<file path="src/hdl/cmas_pkg.sv">
`timescale 1ns / 1ps
// ----------------------------------------------------------------------------
// cmas_pkg
// Shared types and constants of the chunk marker artifact stripper.
// ----------------------------------------------------------------------------
package cmas_pkg;

  localparam logic [7:0] MARKER_BYTE = 8'hE7;
  localparam logic [3:0] FOUR_NIBBLE = 4'h4;

  // one queued job for the back end: up to three results
  typedef struct packed {
    logic [2:0][7:0] data;      // result bytes, entry 0 first
    logic [1:0]      last_idx;  // index of the final result of this job
    logic            has;       // 0 for a bare end marker
    logic            fin;       // final result of the job ends the stream
  } cmd_t;

endpackage

</file>
<file path="src/hdl/cmas_front.sv">
`timescale 1ns / 1ps
// ----------------------------------------------------------------------------
// cmas_front
// Tracks chunk position and artifact state; makes at most one job per byte.
// ----------------------------------------------------------------------------
module cmas_front import cmas_pkg::*; #(
  parameter int CHUNK_BYTES = 188
) (
  input  logic       clk,
  input  logic       rst,
  input  logic       take,       // input transaction this cycle
  input  logic [7:0] data_byte,
  input  logic       last,
  output logic       push,
  output cmd_t       cmd
);

  localparam int POS_W = $clog2(CHUNK_BYTES);

  logic [POS_W-1:0] pos;
  logic             pending;
  logic             is_four;
  logic [7:0]       held1;

  logic             is4_eff;
  logic             complete;
  logic             pos_is0;
  logic             pos_is1;
  logic             pos_is2;

  assign pos_is0  = (pos == '0);
  assign pos_is1  = (pos == POS_W'(1));
  assign pos_is2  = (pos == POS_W'(2));
  assign is4_eff  = pos_is1 ? (data_byte[7:4] == FOUR_NIBBLE) : is_four;
  assign complete = is4_eff ? (pos >= POS_W'(3)) : (pos >= POS_W'(2));

  always_comb begin
    push         = 1'b0;
    cmd.data     = '0;
    cmd.last_idx = 2'd0;
    cmd.has      = 1'b1;
    cmd.fin      = last;
    if (pending) begin
      if (complete) begin
        // artifact swallowed; only a bare end marker if the stream stops here
        push    = take && last;
        cmd.has = 1'b0;
      end else begin
        // stream ends inside the artifact: give back what was held
        push         = take && last;
        cmd.data[0]  = MARKER_BYTE;
        cmd.data[1]  = pos_is1 ? data_byte : held1;
        cmd.data[2]  = data_byte;
        cmd.last_idx = pos_is2 ? 2'd2 : 2'd1;
      end
    end else if (pos_is0 && data_byte == MARKER_BYTE) begin
      push        = take && last;
      cmd.data[0] = data_byte;
    end else begin
      push        = take;
      cmd.data[0] = data_byte;
    end
  end

  always_ff @(posedge clk) begin
    if (rst) begin
      pos     <= '0;
      pending <= 1'b0;
      is_four <= 1'b0;
    end else if (take) begin
      if (last) begin
        pos     <= '0;
        pending <= 1'b0;
        is_four <= 1'b0;
      end else begin
        if (pending) begin
          if (pos_is1) begin
            is_four <= is4_eff;
          end
          if (complete) begin
            pending <= 1'b0;
          end
        end else if (pos_is0 && data_byte == MARKER_BYTE) begin
          is_four <= 1'b0;
          pending <= 1'b1;
        end
        if (pos == POS_W'(CHUNK_BYTES - 1)) begin
          pos <= '0;
        end else begin
          pos <= pos + POS_W'(1);
        end
      end
    end
  end

  always_ff @(posedge clk) begin
    if (take && pending && pos_is1) begin
      held1 <= data_byte;
    end
  end

endmodule

</file>
<file path="src/hdl/cmas_queue.sv">
`timescale 1ns / 1ps
// ----------------------------------------------------------------------------
// cmas_queue
// Two-entry job queue between the front and back ends.
// ----------------------------------------------------------------------------
module cmas_queue import cmas_pkg::*; (
  input  logic clk,
  input  logic rst,
  input  logic push,
  input  cmd_t push_cmd,
  output logic full,
  input  logic pop,
  output logic avail,
  output cmd_t head
);

  cmd_t       entries [2];
  logic       wr_ptr;
  logic       rd_ptr;
  logic [1:0] count;

  assign full  = (count == 2'd2);
  assign avail = (count != 2'd0);
  assign head  = entries[rd_ptr];

  always_ff @(posedge clk) begin
    if (rst) begin
      wr_ptr <= 1'b0;
      rd_ptr <= 1'b0;
      count  <= 2'd0;
    end else begin
      if (push) begin
        wr_ptr <= ~wr_ptr;
      end
      if (pop) begin
        rd_ptr <= ~rd_ptr;
      end
      unique case ({push, pop})
        2'b10:   count <= count + 2'd1;
        2'b01:   count <= count - 2'd1;
        default: count <= count;
      endcase
    end
  end

  always_ff @(posedge clk) begin
    if (push) begin
      entries[wr_ptr] <= push_cmd;
    end
  end

`ifndef SYNTHESIS
  a_no_overflow: assert property (@(posedge clk) disable iff (rst)
    push |-> (!full || pop))
    else $error("job pushed into a full queue");
  a_no_underflow: assert property (@(posedge clk) disable iff (rst)
    pop |-> avail)
    else $error("job popped from an empty queue");
  a_count_range: assert property (@(posedge clk) disable iff (rst)
    count != 2'd3)
    else $error("queue count out of range");
`endif

endmodule

</file>
<file path="src/hdl/cmas_back.sv">
`timescale 1ns / 1ps
// ----------------------------------------------------------------------------
// cmas_back
// Takes queued jobs, sends their results one per cycle while m_tready is high.
// ----------------------------------------------------------------------------
module cmas_back import cmas_pkg::*; (
  input  logic       clk,
  input  logic       rst,
  input  logic       avail,
  input  cmd_t       head,
  output logic       pop,
  output logic       m_tvalid,
  input  logic       m_tready,
  output logic [7:0] m_tdata,
  output logic       m_tuser,
  output logic       m_tlast
);

  cmd_t       cur;
  logic       cur_valid;
  logic [1:0] idx;
  logic       at_last;
  logic       load;

  assign at_last  = (idx == cur.last_idx);
  assign load     = !cur_valid || (m_tready && at_last);
  assign pop      = load && avail;

  assign m_tvalid = cur_valid;
  assign m_tuser  = cur.has;
  assign m_tlast  = cur.fin && at_last;

  always_comb begin
    unique case (idx)
      2'd0:    m_tdata = cur.data[0];
      2'd1:    m_tdata = cur.data[1];
      default: m_tdata = cur.data[2];
    endcase
  end

  always_ff @(posedge clk) begin
    if (rst) begin
      cur_valid <= 1'b0;
      idx       <= 2'd0;
    end else if (load) begin
      cur_valid <= avail;
      idx       <= 2'd0;
    end else if (m_tready) begin
      idx <= idx + 2'd1;
    end
  end

  always_ff @(posedge clk) begin
    if (pop) begin
      cur <= head;
    end
  end

`ifndef SYNTHESIS
  a_idx_bound: assert property (@(posedge clk) disable iff (rst)
    cur_valid |-> (idx <= cur.last_idx))
    else $error("result index past end of job");
  a_bare_marker: assert property (@(posedge clk) disable iff (rst)
    (cur_valid && !cur.has) |-> (m_tlast && idx == 2'd0 && m_tdata == 8'd0))
    else $error("bare marker not a lone zero end result");
  a_stall_hold: assert property (@(posedge clk) disable iff (rst)
    (cur_valid && !m_tready) |=> ($stable(idx) && cur_valid))
    else $error("job state moved during a stall");
`endif

endmodule

</file>
<file path="src/hdl/chunk_marker_artifact_stripper_unit.sv">
`timescale 1ns / 1ps
// ----------------------------------------------------------------------------
// chunk_marker_artifact_stripper_unit
// Drops the leading 0xE7 artifact of each fixed-size chunk of a byte stream.
// ----------------------------------------------------------------------------
//  channel   dir  tdata                 tuser          tlast
//  s_*       in   [7:0] data_byte       -              end_of_input
//  m_*       out  [7:0] out_byte        [0] has_byte   end_of_output
//
//  one input byte per cycle when not stalled; zero to three results per byte
//  a result is held in a queue entry, then in the back end's output register
//  the back end sends one result per cycle while m_tready is high; only a
//  stream ending inside an artifact makes more than one result from a byte
//  reset clears position, artifact state and queue; the input stalls only
//  when the two-entry job queue is full
// ----------------------------------------------------------------------------
module chunk_marker_artifact_stripper_unit import cmas_pkg::*; #(
  parameter int CHUNK_BYTES = 188
) (
  input  logic       clk,
  input  logic       rst,
  input  logic       s_tvalid,
  output logic       s_tready,
  input  logic [7:0] s_tdata,   // [7:0] data_byte
  input  logic       s_tlast,
  output logic       m_tvalid,
  input  logic       m_tready,
  output logic [7:0] m_tdata,   // [7:0] out_byte
  output logic       m_tuser,   // [0] has_byte
  output logic       m_tlast
);

  logic take;
  logic push;
  cmd_t push_cmd;
  logic full;
  logic pop;
  logic avail;
  cmd_t head;

  assign s_tready = !full;
  assign take     = s_tvalid && s_tready;

  cmas_front #(
    .CHUNK_BYTES (CHUNK_BYTES)
  ) u_front (
    .clk       (clk),
    .rst       (rst),
    .take      (take),
    .data_byte (s_tdata),
    .last      (s_tlast),
    .push      (push),
    .cmd       (push_cmd)
  );

  cmas_queue u_queue (
    .clk      (clk),
    .rst      (rst),
    .push     (push),
    .push_cmd (push_cmd),
    .full     (full),
    .pop      (pop),
    .avail    (avail),
    .head     (head)
  );

  cmas_back u_back (
    .clk      (clk),
    .rst      (rst),
    .avail    (avail),
    .head     (head),
    .pop      (pop),
    .m_tvalid (m_tvalid),
    .m_tready (m_tready),
    .m_tdata  (m_tdata),
    .m_tuser  (m_tuser),
    .m_tlast  (m_tlast)
  );

endmodule

</file>
<file path="config.mk">
export PLATFORM = sky130hd
export DESIGN_NAME = chunk_marker_artifact_stripper_unit
export DESIGN_NICKNAME = d
export VERILOG_FILES = /design/src/hdl/cmas_pkg.sv /design/src/hdl/cmas_front.sv /design/src/hdl/cmas_queue.sv /design/src/hdl/cmas_back.sv /design/src/hdl/chunk_marker_artifact_stripper_unit.sv
export SDC_FILE = /design/constraint.sdc
export NUM_CORES = 1
export LEC_CHECK = 0
export BUFFER_PORTS_ARGS = -buffer_cell sky130_fd_sc_hd__buf_4
export CAP_MARGIN = 20
export CELL_PAD_IN_SITES_DETAIL_PLACEMENT = 1
export CELL_PAD_IN_SITES_GLOBAL_PLACEMENT = 2
export CORE_ASPECT_RATIO = 0.5
export CORE_UTILIZATION = 30
export CTS_CLUSTER_DIAMETER = 80
export DETAILED_ROUTE_END_ITERATION = 8
export MAX_ROUTING_LAYER = met4
export PLACE_DENSITY_LB_ADDON = 0.1
export SETUP_SLACK_MARGIN = 0.4
export SLEW_MARGIN = 20
export SYNTH_ARGS = -nofsm -noshare
export SYNTH_HDL_FRONTEND = slang
export SYNTH_SLANG_ARGS = --single-unit
export TNS_END_PERCENT = 50
</file>
<file path="constraint.sdc">
create_clock -name clk -period 4.9 [get_ports clk]
set_input_delay 0 -clock clk [delete_from_list [all_inputs] [get_ports clk]]
set_output_delay 0 -clock clk [all_outputs]
set_load 0.01 [all_outputs]
</file>
==> results.json <==
{
  "status": "complete, no violations",
  "grt.overflow.total": 0,
  "coreArea_mm2": 0.0147,
  "cts_resized": 0,
  "cts_sinks": 109,
  "reg2reg_slack_ps": 2390,
  "grt_first_pass_wirelength_um": 15900,
  "timing.rr.start": "u_back.cur[3]",
  "cts_tree": "yes",
  "async_flop_share": 0,
  "drtAntennaViolNets": 0,
  "start_util": 0.313,
  "ys_warn_count": 0,
  "synth_ff_type": "edfxtp_1",
  "synth-edff-count": 92,
  "h-tree-depth": 3,
  "antenna_found_initial": 0,
  "clockPowerShare": 0.276,
  "cp-endpoint": "u_queue.count[1]",
  "layout_min_cycle_time_ps": 2510,
  "required_ps": 5180,
  "dp_hpwl_um": 6340,
  "drc_errors": 0,
  "totalWireLength_um": 10000,
  "clock_path_buffers": 2,
  "p_sw_frac": 0.286,
  "slew_headroom": 0.389,
  "synth_cell_types": 49,
  "clk-insertion-delay-late_ps": 350,
  "slew_viol_final": 0,
  "p_sw_mw": 0.736,
  "pwr-share-comb": 0.219,
  "critPathCaptureType": "flip-flop",
  "p_seq_frac": 0.505,
  "crit_path_start_kind": "flip-flop",
  "synth_largest_area_cell": "edfxtp_1",
  "vias": 2703,
  "hold_viol_final": 0,
  "p_int_mw": 1.83,
  "p_per_area_mw_per_mm2": 473,
  "p_leak_nw": 1.94,
  "synth-seq-cells": 109,
  "dieWidth_um": 178,
  "finClkSkew_ps": 7.06,
  "ys_seq_area_frac": 0.672,
  "setup_viol": 0,
  "num_antenna_cells": 0,
  "min_period_over_period": 0.513,
  "power_mw": 2.57,
  "grt_pass1_vias": 2903,
  "io_buffers": 24,
  "fin_setup_tns_ps": 0,
  "die_h_um": 89.8,
  "drive_gt1_frac": 0.223,
  "synth_top_area_frac": 0.598,
  "cp_max_fo": 30,
  "first_pass_iters": 4,
  "grt_start_max_net_pins": 31,
  "hold_path_class": "input pin to flip-flop",
  "layout.cells.most_common": "edfxtp_1",
  "worstMarginPinSlew_ps": 915,
  "crit_path_start": "u_back.cur[3]",
  "drtIter0Drc": 142,
  "synth_area_mm2": 0.00462,
  "gp_congestion": 0.770,
  "cts-root-buf": "clkbuf_16",
  "rsz0062_at_grt": "false",
  "worst-setup-path-type": "flip-flop to flip-flop",
  "cts_setup_buffers": 0,
  "ios": 25,
  "clock.fmax_mhz": 398,
  "synth_fp_nets": 356,
  "num_rows": 31,
  "area_growth_pct": 17.5,
  "viasPerCell": 4.71,
  "synthCells": 336,
  "arrival_ps": 2790,
  "max_cap_viol_count": 0,
  "path_clk_slew_ps": 70,
  "wl_per_cell_um": 17.5,
  "r2r_cells": 7,
  "synthTopCellsByArea": "edfxtp_1, dfxtp_1, mux2_2",
  "finish.utilization": 0.368,
  "vdd_drop_max_mv": 0.163,
  "grt_use_total": 0.138,
  "fp.dieArea_mm2": 0.0159,
  "cts-hold-fix-buffers": 11,
  "syn_area_per_cell_um2": 13.8,
  "cts_buffers": 9,
  "nets": 391,
  "r2r-end": "u_queue.count[1]",
  "final_cell_mix": "edfxtp_1, nor2_1, mux2_2, buf_4, nand2_1"
}
==> stage by stage <==
stage | hold WS (ps) | std cells | cell area [µm²] | setup WS, ps
floorplan | 88.4 | 336 | 4620 | 1200
global placement | 217 | 547 | 5030 | 2450
detailed placement | 213 | 547 | 5030 | 2380
CTS | 60.6 | 574 | 5430 | 2340
global route | 94.0 | 574 | 5430 | 2220
finish | 63.9 | 574 | 5430 | 2390
==> worst min path at each step <==
stage,depth (start not counted),slack (ps),end,from
finish,4,60,u_front.pos[2],s_tvalid
global route,4,90,u_front.pos[6],s_tvalid
CTS,4,60,u_front.pos[2],s_tvalid
detailed placement,1,210,u_front.held1[0],s_tdata[0]
global placement,1,220,u_front.held1[0],s_tdata[0]
floorplan,1,90,u_front.is_four,s_tlast
==> Yosys cell counts, types with 2 or more instances <==
| master | n |
|---|---|
| a211oi_1 | 2 |
| or4_1 | 2 |
| and2_2 | 2 |
| dfxtp_1 | 17 |
| ha_1 | 7 |
| o21ai_1 | 3 |
| nand2b_1 | 3 |
| xnor2_1 | 2 |
| buf_2 | 4 |
| mux2_2 | 29 |
| nand2_1 | 26 |
| mux2i_1 | 10 |
| a22oi_1 | 8 |
| nor2_1 | 31 |
| and4_2 | 2 |
| nand3_1 | 7 |
| nand4_1 | 5 |
| clkbuf_1 | 9 |
| a21oi_1 | 7 |
| edfxtp_1 | 92 |
| nor3_1 | 3 |
| a21o_1 | 2 |
| xor2_1 | 8 |
| inv_1 | 16 |
| nor2b_1 | 3 |
| a31oi_1 | 2 |
| o21ai_0 | 6 |
| nor3b_1 | 3 |
| o21bai_1 | 2 |
| or3_1 | 3 |
| and2_1 | 2 |
==> cell type report <==
type,count,area [µm²]
clock buffers,9,225
clock inverters,7,66.3
fillers,1566,9310
inverters,16,60.1
multi-input cells,196,1410
flip-flops and latches,109,3100
well taps,198,248
repair buffers,39,320
==> logic make-up after synthesis <==
kind of cell / Yosys count / synth area share
DFF: 109 / 0.672
AOI/OAI and AO/OA: 39 / 0.0569
muxes: 40 / 0.0948
xor gates and xnor gates: 10 / 0.0190
adders and majority gates: 7 / 0.0190
buffers and inverters: 31 / 0.0279
and+or+nand+nor: 100 / 0.111
==> registers in the layout, indices dropped and copies added, names as in the netlist <==
| name | flops |
|---|---|
| u_back.cur | 27 |
| u_back.m_tuser | 1 |
| u_queue.count | 2 |
| u_queue.wr_ptr | 1 |
| u_back.m_tvalid | 1 |
| u_front.held1 | 8 |
| u_queue.rd_ptr | 1 |
| u_front.pos | 8 |
| u_queue.entries | 56 |
| u_front.pending | 1 |
| u_front.is_four | 1 |
| u_back.idx | 2 |
==> worst max-delay path: stages, from the launching register on <==
cell	delay, ps
edfxtp_1	380
xor2_1	170
o31ai_1	460
o21a_1	190
buf_4	380
ha_1	340
or3_1	380
a21oi_1	140
==> power by group through the flow <==
stage	Combinational, mW	Sequential, mW	Clock, mW
4_1_cts	0.584	1.30	0.739
5_1_grt	0.622	1.31	0.773
6_report	0.561	1.30	0.710
3_5_place_dp	0.573	1.32	0
3_3_place_gp	0.564	1.31	0
2_1_floorplan	0.358	1.31	0
==> per-layer routing <==
| layer | track usage | vias to the layer above | part of all wire |
|---|---|---|---|
| met5 | - | - | 0 |
| li1 | - | 1300 | - |
| met1 | 0.176 | 1363 | 0.49 |
| met2 | 0.220 | 32 | 0.47 |
| met3 | 0.0355 | 8 | 0.033 |
| met4 | 0.0328 | 0 | 0.0061 |
Power figures use the tool's default switching activity.
